**config.mk**
```make
export PLATFORM = sky130hd
export DESIGN_NAME = revolved_mesh_triangle_indexer_core
export DESIGN_NICKNAME = d
export VERILOG_FILES = /design/src/rtl/core/rmti_pkg.sv /design/src/rtl/core/rmti_cfg.sv /design/src/rtl/core/rmti_classify.sv /design/src/rtl/core/rmti_div_stage.sv /design/src/rtl/core/rmti_corner.sv /design/src/rtl/core/revolved_mesh_triangle_indexer_core.sv
export SDC_FILE = /design/constraint.sdc
export NUM_CORES = 2
export LEC_CHECK = 0
export BUFFER_PORTS_ARGS = -buffer_cell sky130_fd_sc_hd__buf_2
export CAP_MARGIN = 20
export CORE_MARGIN = 4
export CORE_UTILIZATION = 32
export CTS_BUF_LIST = sky130_fd_sc_hd__clkbuf_16
export DETAILED_ROUTE_END_ITERATION = 16
export PLACE_DENSITY = 0.55
export RECOVER_POWER = 50
export SYNTH_ARGS = -nofsm -noshare
export SYNTH_HDL_FRONTEND = slang
export SYNTH_HIERARCHICAL = 1
export SYNTH_SLANG_ARGS = --single-unit
```
**constraint.sdc**
```tcl
create_clock -name clk -period 8.37 [get_ports clk]
set_input_delay 0.837 -clock clk [delete_from_list [all_inputs] [get_ports clk]]
set_output_delay 0.837 -clock clk [all_outputs]
set_load 0.01 [all_outputs]
```
**src/rtl/core/rmti_pkg.sv**
```systemverilog
// Shared types, widths and helpers for the revolved mesh triangle indexer.
// Used by every module under rtl/core; depends on nothing.
package rmti_pkg;

    localparam int TRI_W    = 21;          // triangle number
    localparam int REG_W    = 11;          // rotate_count / curve_count
    localparam int CORNER_W = 20;          // vertex index
    localparam int D_W      = REG_W + 1;   // 2*R, the band length
    localparam int PROD_W   = 2 * REG_W;   // (C-2)*R
    localparam int TOT_W    = PROD_W + 1;  // (C-2)*2R
    localparam int DATA_W   = 32;
    localparam int ADDR_W   = 3;

    localparam int REG_MIN = 3;
    localparam int REG_MAX = (1 << REG_W) - 1;

    localparam int MAX_ROTATE_DEF = 1024;
    localparam int MAX_CURVE_DEF  = 1024;

    // Register index, taken from paddr[2]
    localparam logic IDX_ROTATE = 1'b0;
    localparam logic IDX_CURVE  = 1'b1;

    // Per-item control that travels with the data
    typedef struct packed {
        logic valid;
        logic oor;   // beyond the last triangle
        logic top;   // top fan
        logic mid;   // middle bands; neither top nor mid means bottom fan
    } ctl_t;

    // Payload carried alongside the divider
    typedef struct packed {
        logic [TRI_W-1:0] t;    // triangle number, for the top fan
        logic [REG_W-1:0] jb;   // ring position in the bottom fan
    } side_t;

    // Effective configuration, clamped and with its products worked out
    typedef struct packed {
        logic [REG_W-1:0] r;          // R
        logic [D_W-1:0]   d;          // 2R
        logic [TOT_W-1:0] total;      // (C-2)*2R
        logic [TOT_W-1:0] bot_start;  // first bottom fan triangle
        logic [TOT_W-1:0] last;       // bottom pole vertex
        logic [TOT_W-1:0] bot_first;  // first vertex of the last ring
    } cfg_t;

    function automatic logic [REG_W-1:0] clamp_reg(input logic [REG_W-1:0] v,
                                                   input logic [REG_W-1:0] hi);
        logic [REG_W-1:0] res;
        res = v;
        if (v < REG_W'(REG_MIN))
            res = REG_W'(REG_MIN);
        else if (v > hi)
            res = hi;
        return res;
    endfunction

endpackage

```
**src/rtl/core/rmti_cfg.sv**
```systemverilog
// Configuration registers on the APB-style port, plus the clamped geometry
// values derived from them. Depends on rmti_pkg.
module rmti_cfg #(
    parameter int MAX_ROTATE = rmti_pkg::MAX_ROTATE_DEF,
    parameter int MAX_CURVE  = rmti_pkg::MAX_CURVE_DEF
) (
    input  logic                          clk,
    input  logic                          rst_n,
    input  logic                          psel,
    input  logic                          penable,
    input  logic                          pwrite,
    input  logic [rmti_pkg::ADDR_W-1:0]   paddr,
    input  logic [rmti_pkg::DATA_W-1:0]   pwdata,
    output logic [rmti_pkg::DATA_W-1:0]   prdata,
    output rmti_pkg::cfg_t                cfg
);

    localparam int CAP_R_I = (MAX_ROTATE < rmti_pkg::REG_MAX) ? MAX_ROTATE : rmti_pkg::REG_MAX;
    localparam int CAP_C_I = (MAX_CURVE < rmti_pkg::REG_MAX) ? MAX_CURVE : rmti_pkg::REG_MAX;
    localparam logic [rmti_pkg::REG_W-1:0] CAP_R = rmti_pkg::REG_W'(CAP_R_I);
    localparam logic [rmti_pkg::REG_W-1:0] CAP_C = rmti_pkg::REG_W'(CAP_C_I);
    localparam logic [rmti_pkg::REG_W-1:0] RST_VAL = rmti_pkg::REG_W'(rmti_pkg::REG_MIN);
    // Geometry for R = 3, C = 3
    localparam rmti_pkg::cfg_t CFG_RST = '{
        r:         rmti_pkg::REG_W'(3),
        d:         rmti_pkg::D_W'(6),
        total:     rmti_pkg::TOT_W'(6),
        bot_start: rmti_pkg::TOT_W'(3),
        last:      rmti_pkg::TOT_W'(4),
        bot_first: rmti_pkg::TOT_W'(1)
    };

    logic                        wr_en;
    logic [rmti_pkg::REG_W-1:0]  rotate_reg, rotate_next;
    logic [rmti_pkg::REG_W-1:0]  curve_reg, curve_next;
    logic [rmti_pkg::REG_W-1:0]  r_eff, c_eff, c_m2;
    logic [rmti_pkg::PROD_W-1:0] prod;
    rmti_pkg::cfg_t              cfg_reg, cfg_next;

    assign wr_en = psel & penable & pwrite;

    always_comb
    begin
        rotate_next = rotate_reg;
        curve_next  = curve_reg;
        if (wr_en && (paddr[2] == rmti_pkg::IDX_ROTATE))
            rotate_next = pwdata[rmti_pkg::REG_W-1:0];
        if (wr_en && (paddr[2] == rmti_pkg::IDX_CURVE))
            curve_next = pwdata[rmti_pkg::REG_W-1:0];
    end

    // Derive the geometry from the values about to be stored
    always_comb
    begin
        r_eff = rmti_pkg::clamp_reg(rotate_next, CAP_R);
        c_eff = rmti_pkg::clamp_reg(curve_next, CAP_C);
        c_m2  = c_eff - rmti_pkg::REG_W'(2);
        prod  = {{rmti_pkg::REG_W{1'b0}}, c_m2} * {{rmti_pkg::REG_W{1'b0}}, r_eff};
        cfg_next.r         = r_eff;
        cfg_next.d         = {r_eff, 1'b0};
        cfg_next.total     = {prod, 1'b0};
        cfg_next.bot_start = {prod, 1'b0} - rmti_pkg::TOT_W'(r_eff);
        cfg_next.last      = rmti_pkg::TOT_W'(prod) + rmti_pkg::TOT_W'(1);
        cfg_next.bot_first = rmti_pkg::TOT_W'(prod) + rmti_pkg::TOT_W'(1)
                           - rmti_pkg::TOT_W'(r_eff);
    end

    always_ff @(posedge clk or negedge rst_n)
    begin
        if (!rst_n)
        begin
            rotate_reg <= RST_VAL;
            curve_reg  <= RST_VAL;
            cfg_reg    <= CFG_RST;
        end
        else
        begin
            rotate_reg <= rotate_next;
            curve_reg  <= curve_next;
            cfg_reg    <= cfg_next;
        end
    end

    assign prdata = (paddr[2] == rmti_pkg::IDX_ROTATE)
                  ? {{(rmti_pkg::DATA_W-rmti_pkg::REG_W){1'b0}}, rotate_reg}
                  : {{(rmti_pkg::DATA_W-rmti_pkg::REG_W){1'b0}}, curve_reg};

    assign cfg = cfg_reg;

endmodule

```
**src/rtl/core/rmti_classify.sv**
```systemverilog
// Entry stage: sort a triangle number into top fan, middle bands, bottom
// fan or out of range, and form the band offset. Depends on rmti_pkg.
module rmti_classify (
    input  logic                        clk,
    input  logic                        rst_n,
    input  logic                        in_valid,
    input  logic [rmti_pkg::TRI_W-1:0]  tri_number,
    input  rmti_pkg::cfg_t              cfg,
    output rmti_pkg::ctl_t              ctl,
    output rmti_pkg::side_t             side,
    output logic [rmti_pkg::TRI_W-1:0]  u
);

    logic [rmti_pkg::TOT_W-1:0] t_ext;
    rmti_pkg::ctl_t             ctl_reg, ctl_next;
    rmti_pkg::side_t            side_reg, side_next;
    logic [rmti_pkg::TRI_W-1:0] u_reg, u_next;

    // All compares run in parallel against precomputed bounds
    always_comb
    begin
        t_ext          = rmti_pkg::TOT_W'(tri_number);
        ctl_next.valid = in_valid;
        ctl_next.oor   = (t_ext >= cfg.total);
        ctl_next.top   = !ctl_next.oor && (t_ext < rmti_pkg::TOT_W'(cfg.r));
        ctl_next.mid   = !ctl_next.oor && !ctl_next.top && (t_ext < cfg.bot_start);
        side_next.t    = tri_number;
        side_next.jb   = rmti_pkg::REG_W'(t_ext - cfg.bot_start);
        u_next         = tri_number - rmti_pkg::TRI_W'(cfg.r);
    end

    always_ff @(posedge clk or negedge rst_n)
    begin
        if (!rst_n)
            ctl_reg <= '0;
        else
            ctl_reg <= ctl_next;
    end

    always_ff @(posedge clk)
    begin
        side_reg <= side_next;
        u_reg    <= u_next;
    end

    assign ctl  = ctl_reg;
    assign side = side_reg;
    assign u    = u_reg;

endmodule

```
**src/rtl/core/rmti_div_stage.sv**
```systemverilog
// One restoring-division step: settle quotient bit SHIFT of offset / 2R.
// Depends on rmti_pkg.
module rmti_div_stage #(
    parameter int QW    = 10,
    parameter int SHIFT = 0
) (
    input  logic                        clk,
    input  logic                        rst_n,
    input  rmti_pkg::ctl_t              ctl_in,
    input  rmti_pkg::side_t             side_in,
    input  logic [rmti_pkg::TRI_W-1:0]  rem_in,
    input  logic [QW-1:0]               quo_in,
    input  logic [rmti_pkg::D_W-1:0]    d,
    output rmti_pkg::ctl_t              ctl_out,
    output rmti_pkg::side_t             side_out,
    output logic [rmti_pkg::TRI_W-1:0]  rem_out,
    output logic [QW-1:0]               quo_out
);

    localparam int CW = (rmti_pkg::TRI_W > rmti_pkg::D_W + SHIFT)
                      ? rmti_pkg::TRI_W : rmti_pkg::D_W + SHIFT;

    logic [CW-1:0]              rem_ext, d_sh;
    logic                       ge;
    logic [rmti_pkg::TRI_W-1:0] rem_next;
    logic [QW-1:0]              quo_next;
    rmti_pkg::ctl_t             ctl_reg;
    rmti_pkg::side_t            side_reg;
    logic [rmti_pkg::TRI_W-1:0] rem_reg;
    logic [QW-1:0]              quo_reg;

    always_comb
    begin
        rem_ext  = CW'(rem_in);
        d_sh     = CW'(d) << SHIFT;
        ge       = (rem_ext >= d_sh);
        rem_next = ge ? rmti_pkg::TRI_W'(rem_ext - d_sh) : rem_in;
        quo_next = quo_in;
        quo_next[SHIFT] = ge;
    end

    always_ff @(posedge clk or negedge rst_n)
    begin
        if (!rst_n)
            ctl_reg <= '0;
        else
            ctl_reg <= ctl_in;
    end

    always_ff @(posedge clk)
    begin
        side_reg <= side_in;
        rem_reg  <= rem_next;
        quo_reg  <= quo_next;
    end

    assign ctl_out  = ctl_reg;
    assign side_out = side_reg;
    assign rem_out  = rem_reg;
    assign quo_out  = quo_reg;

endmodule

```
**src/rtl/core/rmti_corner.sv**
```systemverilog
// Last two stages: ring base multiply, then corner assembly for each region
// into the result registers. Depends on rmti_pkg.
module rmti_corner #(
    parameter int QW = 10
) (
    input  logic                           clk,
    input  logic                           rst_n,
    input  rmti_pkg::ctl_t                 ctl_in,
    input  rmti_pkg::side_t                side_in,
    input  logic [rmti_pkg::TRI_W-1:0]     rem_in,
    input  logic [QW-1:0]                  quo_in,
    input  rmti_pkg::cfg_t                 cfg,
    output logic                           done,
    output logic [rmti_pkg::CORNER_W-1:0]  corner_a,
    output logic [rmti_pkg::CORNER_W-1:0]  corner_b,
    output logic [rmti_pkg::CORNER_W-1:0]  corner_c,
    output logic                           out_of_range
);

    localparam int BW = QW + 1 + rmti_pkg::REG_W;
    localparam int VW = ((BW > rmti_pkg::TOT_W) ? BW : rmti_pkg::TOT_W) + 1;

    // Multiply stage
    logic [rmti_pkg::REG_W-1:0] j_m, pj_m;
    logic [BW-1:0]              base_next;
    rmti_pkg::ctl_t             ctl_m_reg;
    rmti_pkg::side_t            side_m_reg;
    logic [BW-1:0]              base_reg;
    logic [rmti_pkg::D_W-1:0]   j1_reg, pj1_reg;
    logic                       odd_reg;

    // Assembly stage
    logic [VW-1:0] r_w, v_m, p_m, b_m, c_m, t_w, jb_w, v_b, p_b;
    logic [VW-1:0] ka, kb, kc;
    logic                          done_reg;
    logic                          oor_reg;
    logic [rmti_pkg::CORNER_W-1:0] a_reg, b_reg, c_reg;

    always_comb
    begin
        j_m       = rem_in[rmti_pkg::D_W-1:1];
        pj_m      = (j_m == '0) ? (cfg.r - rmti_pkg::REG_W'(1)) : (j_m - rmti_pkg::REG_W'(1));
        base_next = ({1'b0, quo_in} + (QW+1)'(1)) * BW'(cfg.r);
    end

    always_ff @(posedge clk or negedge rst_n)
    begin
        if (!rst_n)
            ctl_m_reg <= '0;
        else
            ctl_m_reg <= ctl_in;
    end

    always_ff @(posedge clk)
    begin
        side_m_reg <= side_in;
        base_reg   <= base_next;
        j1_reg     <= rmti_pkg::D_W'(j_m) + rmti_pkg::D_W'(1);
        pj1_reg    <= rmti_pkg::D_W'(pj_m) + rmti_pkg::D_W'(1);
        odd_reg    <= rem_in[0];
    end

    always_comb
    begin
        r_w  = VW'(cfg.r);
        // middle bands: v on the current ring, b and c one ring up
        v_m  = VW'(base_reg) + VW'(j1_reg);
        p_m  = VW'(base_reg) + VW'(pj1_reg);
        b_m  = v_m - r_w;
        c_m  = p_m - r_w;
        // top fan
        t_w  = VW'(side_m_reg.t);
        // bottom fan
        jb_w = VW'(side_m_reg.jb);
        v_b  = VW'(cfg.bot_first) + jb_w;
        p_b  = (jb_w == '0) ? (VW'(cfg.last) - VW'(1)) : (v_b - VW'(1));

        ka = '0;
        kb = '0;
        kc = '0;
        if (ctl_m_reg.oor)
        begin
            ka = '0;
        end
        else if (ctl_m_reg.top)
        begin
            kb = (t_w == '0) ? r_w : t_w;
            kc = t_w + VW'(1);
        end
        else if (ctl_m_reg.mid)
        begin
            ka = v_m;
            kb = odd_reg ? b_m : c_m;
            kc = odd_reg ? c_m : p_m;
        end
        else
        begin
            ka = v_b;
            kb = p_b;
            kc = VW'(cfg.last);
        end
    end

    always_ff @(posedge clk or negedge rst_n)
    begin
        if (!rst_n)
            done_reg <= 1'b0;
        else
            done_reg <= ctl_m_reg.valid;
    end

    always_ff @(posedge clk)
    begin
        oor_reg <= ctl_m_reg.oor;
        a_reg   <= ka[rmti_pkg::CORNER_W-1:0];
        b_reg   <= kb[rmti_pkg::CORNER_W-1:0];
        c_reg   <= kc[rmti_pkg::CORNER_W-1:0];
    end

    assign done         = done_reg;
    assign corner_a     = a_reg;
    assign corner_b     = b_reg;
    assign corner_c     = c_reg;
    assign out_of_range = oor_reg;

endmodule

```
**src/rtl/core/revolved_mesh_triangle_indexer_core.sv**
```systemverilog
// Top level of the revolved mesh triangle indexer: config port, entry
// stage, division pipeline and corner stages. Depends on rmti_pkg.
//
//   Channel   Ports                                      Moves
//   --------  -----------------------------------------  ---------------------------
//   request   start, busy, tri_number                    triangle number in
//   result    done, corner_a, corner_b, corner_c,        three vertex indices and
//             out_of_range                               the range flag out
//   config    psel, penable, pwrite, paddr, pwdata,      rotate_count at 0x0,
//             prdata, pready                             curve_count at 0x4
//
// One transfer enters per cycle; busy is never raised. Each request passes through
// the entry, division, multiply and assembly stages and comes out as one done
// pulse. QW = clog2(min(MAX_CURVE, 2047)) is the number of quotient bits of the
// band division, one bit per stage. Results leave in request order and must be
// taken on the done cycle. Reset clears the valid bits of every stage and loads
// R = 3, C = 3; no clearing pass is needed.
module revolved_mesh_triangle_indexer_core #(
    parameter int MAX_ROTATE = rmti_pkg::MAX_ROTATE_DEF,
    parameter int MAX_CURVE  = rmti_pkg::MAX_CURVE_DEF
) (
    input  logic                           clk,
    input  logic                           rst_n,
    // request
    input  logic                           start,
    output logic                           busy,
    input  logic [rmti_pkg::TRI_W-1:0]     tri_number,
    // result
    output logic                           done,
    output logic [rmti_pkg::CORNER_W-1:0]  corner_a,
    output logic [rmti_pkg::CORNER_W-1:0]  corner_b,
    output logic [rmti_pkg::CORNER_W-1:0]  corner_c,
    output logic                           out_of_range,
    // config
    input  logic                           psel,
    input  logic                           penable,
    input  logic                           pwrite,
    input  logic [rmti_pkg::ADDR_W-1:0]    paddr,
    input  logic [rmti_pkg::DATA_W-1:0]    pwdata,
    output logic [rmti_pkg::DATA_W-1:0]    prdata,
    output logic                           pready
);

    // Bands run from 0 to C-4, so the quotient needs clog2 of the capped C
    localparam int CAP_C = (MAX_CURVE < rmti_pkg::REG_MAX) ? MAX_CURVE : rmti_pkg::REG_MAX;
    localparam int QW    = $clog2(CAP_C);

    rmti_pkg::cfg_t cfg;
    logic           accept;

    // Division pipeline taps: index 0 is the entry stage output
    rmti_pkg::ctl_t             ctl_s  [QW+1];
    rmti_pkg::side_t            side_s [QW+1];
    logic [rmti_pkg::TRI_W-1:0] rem_s  [QW+1];
    logic [QW-1:0]              quo_s  [QW+1];

    // Every stage advances each cycle, so a request is always taken
    assign busy   = 1'b0;
    assign accept = start & ~busy;
    assign pready = 1'b1;

    rmti_cfg #(
        .MAX_ROTATE (MAX_ROTATE),
        .MAX_CURVE  (MAX_CURVE)
    ) u_cfg (
        .clk     (clk),
        .rst_n   (rst_n),
        .psel    (psel),
        .penable (penable),
        .pwrite  (pwrite),
        .paddr   (paddr),
        .pwdata  (pwdata),
        .prdata  (prdata),
        .cfg     (cfg)
    );

    // Classify and form the offset into the middle bands
    rmti_classify u_classify (
        .clk        (clk),
        .rst_n      (rst_n),
        .in_valid   (accept),
        .tri_number (tri_number),
        .cfg        (cfg),
        .ctl        (ctl_s[0]),
        .side       (side_s[0]),
        .u          (rem_s[0])
    );

    assign quo_s[0] = '0;

    // Offset / 2R, most significant quotient bit first: band and position
    for (genvar k = 0; k < QW; k++)
    begin : g_div
        rmti_div_stage #(
            .QW    (QW),
            .SHIFT (QW - 1 - k)
        ) u_div_stage (
            .clk      (clk),
            .rst_n    (rst_n),
            .ctl_in   (ctl_s[k]),
            .side_in  (side_s[k]),
            .rem_in   (rem_s[k]),
            .quo_in   (quo_s[k]),
            .d        (cfg.d),
            .ctl_out  (ctl_s[k+1]),
            .side_out (side_s[k+1]),
            .rem_out  (rem_s[k+1]),
            .quo_out  (quo_s[k+1])
        );
    end

    // Ring base multiply, then the corners into the result registers
    rmti_corner #(
        .QW (QW)
    ) u_corner (
        .clk          (clk),
        .rst_n        (rst_n),
        .ctl_in       (ctl_s[QW]),
        .side_in      (side_s[QW]),
        .rem_in       (rem_s[QW]),
        .quo_in       (quo_s[QW]),
        .cfg          (cfg),
        .done         (done),
        .corner_a     (corner_a),
        .corner_b     (corner_b),
        .corner_c     (corner_c),
        .out_of_range (out_of_range)
    );

endmodule
```
* Yosys cells after proc, flatten, opt, wreduce, memory -nomap -nowiden
Cells that the tools add are included.
** Storage, ports and cells
- Output and inout port bits :: 96
- Register bits :: 934
- Word-level logic and storage cells :: 198
- Input bits :: 62
** Operators by class
- $add $sub $neg :: 29
- Multipliers :: 2
- Reduce and logical (&&, ||, !) cells :: 11
- Bitwise logic cells :: 3
- Muxes and demuxes :: 27
- Order comparisons :: 17
** Operators with widths (number)
- 21-bit 2-to-1 mux :: 9
- 20-bit 2-to-1 mux :: 9
- 11-bit 2-to-1 mux :: 8
- 20-bit by 11-bit subtractor with 20-bit output :: 3
- 20-bit by 1-bit adder with 20-bit output, second input constant :: 2
- 20-bit by 12-bit adder with 20-bit output :: 2
- 20-bit by 1-bit subtractor with 20-bit output, second input constant :: 2
- 11-bit by 1-bit adder with 12-bit output, second input constant :: 2
- 21-bit by 23-bit >= comparator with 1-bit output :: 1
- 21-bit by 23-bit less-than comparator with 1-bit output :: 1
- 23-bit by 11-bit subtractor with 23-bit output :: 1
- 11-bit > comparator, second input constant :: 2
- 11-bit logical NOT :: 2
- 11-bit by 2-bit less-than comparator with 1-bit output, second input constant :: 2
- 11-bit by 11-bit multiplier with 22-bit output :: 1
- 11-bit by 1-bit subtractor with 11-bit output, second input constant :: 2
- 21-bit by 12-bit >= comparator with 1-bit output :: 1
- 21-bit by 13-bit >= comparator with 1-bit output :: 1
- 21-bit by 14-bit >= comparator with 1-bit output :: 1
- 21-bit by 15-bit >= comparator with 1-bit output :: 1
- 21-bit by 16-bit >= comparator with 1-bit output :: 1
- 21-bit by 17-bit >= comparator with 1-bit output :: 1
- 21-bit by 18-bit >= comparator with 1-bit output :: 1
- 21-bit by 19-bit >= comparator with 1-bit output :: 1
- other kinds (26) :: 32

* Logic depth before layout (Yosys ltp)
- Word-level depth :: 11
- Depth in mapped cells :: 35
- Mapped depth without buffers :: 34

* By module
Netlist, hierarchy kept.
** By module, submodules not included
- rmti_corner :: cells an instance 1735, instances 1, area each 14181.1 um^2, sequential area each 2887.8 um^2
- rmti_cfg :: cells an instance 1052, instances 1, area each 10223.6 um^2, sequential area each 3091.7 um^2
- rmti_classify :: cells an instance 359, instances 1, area each 3249.4 um^2, sequential area each 1161.1 um^2
- rmti_div_stage at g_div[9].u_div_stage :: cells an instance 213, instances 1, area each 2439.8 um^2, sequential area each 1361.3 um^2
- rmti_div_stage at g_div[5].u_div_stage :: cells an instance 211, instances 1, area each 2418.6 um^2, sequential area each 1361.3 um^2
- rmti_div_stage at g_div[2].u_div_stage :: cells an instance 208, instances 1, area each 2362.3 um^2, sequential area each 1361.3 um^2
- rmti_div_stage at g_div[6].u_div_stage :: cells an instance 205, instances 1, area each 2313.5 um^2, sequential area each 1361.3 um^2
- rmti_div_stage at g_div[8].u_div_stage :: cells an instance 199, instances 1, area each 2298.5 um^2, sequential area each 1361.3 um^2
- rmti_div_stage at g_div[7].u_div_stage :: cells an instance 201, instances 1, area each 2283.4 um^2, sequential area each 1361.3 um^2
- rmti_div_stage at g_div[1].u_div_stage :: cells an instance 178, instances 1, area each 2234.6 um^2, sequential area each 1361.3 um^2
- rmti_div_stage at g_div[4].u_div_stage :: cells an instance 194, instances 1, area each 2213.4 um^2, sequential area each 1361.3 um^2
- rmti_div_stage at g_div[3].u_div_stage :: cells an instance 189, instances 1, area each 2208.4 um^2, sequential area each 1361.3 um^2
- rmti_div_stage at g_div[0].u_div_stage :: cells an instance 170, instances 1, area each 2164.6 um^2, sequential area each 1361.3 um^2
- revolved_mesh_triangle_indexer_core :: cells an instance 4, instances 1, area each 22.5 um^2, sequential area each 0.0 um^2

* Least setup slack after synthesis
OpenSTA, ideal clock, no wires.
- Path type :: input port to flip-flop
- Start point :: input port pwdata[8] (netlist name)
- End point :: register u_cfg.cfg_reg (netlist bit u_cfg/cfg[19])
- Data required time :: 8.291 ns
- Setup time :: 0.079 ns
- Data arrival time :: 9.205 ns
- Path slack :: -0.915 ns
- Stages :: 33
- Cell sequence :: nor4_1 nand2_1 o21ai_0 nand2_1 o31a_1 or2_2 ha_1 o21ai_0 o21ai_0 o22a_1 clkbuf_1 nand2b_1 fa_1 inv_1 fa_1 fa_1 fa_1 inv_1 fa_1 inv_1 ha_1 and3_1 a221oi_1 xnor2_1 nand4_1 xnor2_1 ha_1 nand2_1 nand2b_1 a31oi_1 or4b_4 nor2_2 xor2_1
** RTL lines
- start, declared :: RTL line revolved_mesh_triangle_indexer_core.sv:39 : input logic [rmti_pkg::DATA_W-1:0] pwdata,
- end signal, assigned :: RTL line rmti_cfg.sv:80 : cfg_reg <= cfg_next;
- end, declared :: RTL line rmti_cfg.sv:38 : rmti_pkg::cfg_t cfg_reg, cfg_next;

==> flow_summary_export.csv <==
group,metric,value,unit
status,outcome,"finished, violations left",
status,violations,"max-capacitance violations, max-slew violations",
floorplanning,die_width,399.6,um
clock_tree,cts_tree,"yes",
finish,multi_input_area,27250,um2
timing,finalSetupViolations,0,
synth,yosysWarnings,6,
finish,nFillCells,15221,
clock_tree,clk_latency,710,ps
global_route,antenna_found_initial,18,
timing,drv_slew,103,
global_route,overflow,0,
detailed_routing,vias,35797,
synth,syn-cell-area,49070,um2
worst_setup_path,endpoint_kind,"flip-flop",
global_route,grt_pass1_vias,35312,
floorplanning,die_area,159700,um2
worst_setup_path,arrival,8730,ps
worst_setup_path,start_kind,"flip-flop",
detailed_routing,ant_nets,0,
timing,timing.final.ws_setup,241.2,ps
clock_tree,clkTransAtPathRegs,60,ps
finish,area_growth,15.34,%
timing,min_period,8129,ps
clock_tree,htreeDepth,3,
hold_path,min_path_type,"primary input to flip-flop",
detailed_routing,vias_per_cell,4.828,
floorplanning,rows,143,
worst_setup_path,critPathKind,"flip-flop to flip-flop",
detailed_routing,avgRoutedWirePerCell,17.11,um
global_route,grt_max_degree,74,
clock_tree,clockRootBuffer,"clkbuf_16",
synth,synth_area_per_cell,9.786,um2
place,gp_congestion,0.9026,
finish,drive_gt1_share,14.20,%
timing,whs,258.2,ps
worst_setup_path,slowest_stage,"or4b_4",
clock_tree,clkSinkCount,933,
timing,worstMarginPinSlew,3034,ps
worst_setup_path,cp_max_fo,5,
worst_setup_path,cpPeakStageDelay,570,ps
timing,relSlewSlack,-102.3,%
place,place_hpwl,99060,um
synth,netlist_instances,5014,
place,dp_slack,-411.9,ps
finish,largest_reg_flops,320,
floorplanning,initial_core_util,32.26,%
timing,fin_worst_skew,29.97,ps
clock_tree,cts.path.max_buffers,3,
timing,post-route-period-util,97.12,%
timing,hold_viol,0,
finish,fin_area,56590,um2
floorplanning,die_h,399.6,um
detailed_routing,drtPass1Iterations,6,
floorplanning,ios,158,
place,dpl_cell_area,53250,um2
floorplanning,core-area,152100,um2
timing,max_freq,123.0,MHz
global_route,grt_pass1_wl,197100,um
clock_tree,numCtsBuffers,95,
flow_run,drv_cap,2,
detailed_routing,drtIter0Drc,2135,
finish,seq_area,19530,um2
detailed_routing,drc,0,
worst_setup_path,required,8970,ps
finish,nets,5914,
detailed_routing,wl,126800,um
place,io_buffer_count,111,
global_route,track_usage,15.69,%
==> layout by cell type (no fill, tap or decap), drive strengths merged, types with 126 or more instances in the layout <==
cell type,instances
dfxtp,767
inv,508
nor2,399
ha,371
nand2,348
buf,315
a21oi,274
xnor2,222
o21ai,190
fa,178
dfrtp,155
xor2,146
clkbuf,126
==> through the flow <==
stage	util, %	TNS [ps]	std cells
2_1_floorplan	-	0	5046
3_3_place_gp	35.01	-772.9	7225
3_5_place_dp	35.01	-1471	7225
4_1_cts	37.10	0	7400
5_1_grt	37.21	-71.44	7411
6_report	37.21	0	7414
==> worst paths after layout <==
check                           slack (ps)  cells after the start                               from                           endpoint
worst max-delay path                   240                     32                 u_cfg/curve_reg[4]                      u_cfg/cfg[19]
worst min-delay path                   260                      1                              start                  u_classify/ctl[3]
worst max register to register         240                     32                 u_cfg/curve_reg[4]                      u_cfg/cfg[19]
worst min register to register         310                      0  g_div[0].u_div_stage/side_out[17]  g_div[1].u_div_stage/side_out[17]
max in group asynchronous             4430                      3                              rst_n                      u_cfg/cfg[95]
min in group asynchronous             1150                      1                              rst_n                 u_cfg/curve_reg[7]
==> worst max-delay path, delay by kind of cell, from the launching register on <==
kind / cells / cell delay [ps]
AO/OA/AOI/OAI: 9 / 1990
XOR/XNOR: 2 / 300
adder cells (fa/ha/maj): 7 / 2740
buffers and inverters: 5 / 450
flip-flops: 1 / 410
AND/OR/NAND/NOR: 9 / 2170
==> cell type report <==
| class | count | area share (%) |
|---|---|---|
| inverters | 481 | 3.226 |
| flip-flops and latches | 933 | 34.50 |
| multi-input cells | 3447 | 48.14 |
| repair buffers | 345 | 4.024 |
| diodes | 3 | 0.01327 |
| clock inverters | 79 | 1.357 |
| well taps | 2030 | 4.488 |
| clock buffers | 96 | 4.245 |
==> layer usage <==
layer,vias up,GRT usage (%),routed length (um)
li1,17713,-,-
met1,17164,21.60,59820
met2,737,25.52,58010
met3,173,2.369,5631
met4,10,4.438,3316
met5,-,0,59
==> what timing repair did <==
item                                    4_1_cts  5_1_grt
endpoints found under the setup margin        0        6
buffers inserted                              0       11
endpoints found under the hold margin         0        0
resized for setup                             0       28
hold buffers                                  0        0
Power is left out: the tool's default activity adds up to more than one toggle a clock period on the data nets, which glitch-free logic cannot reach.
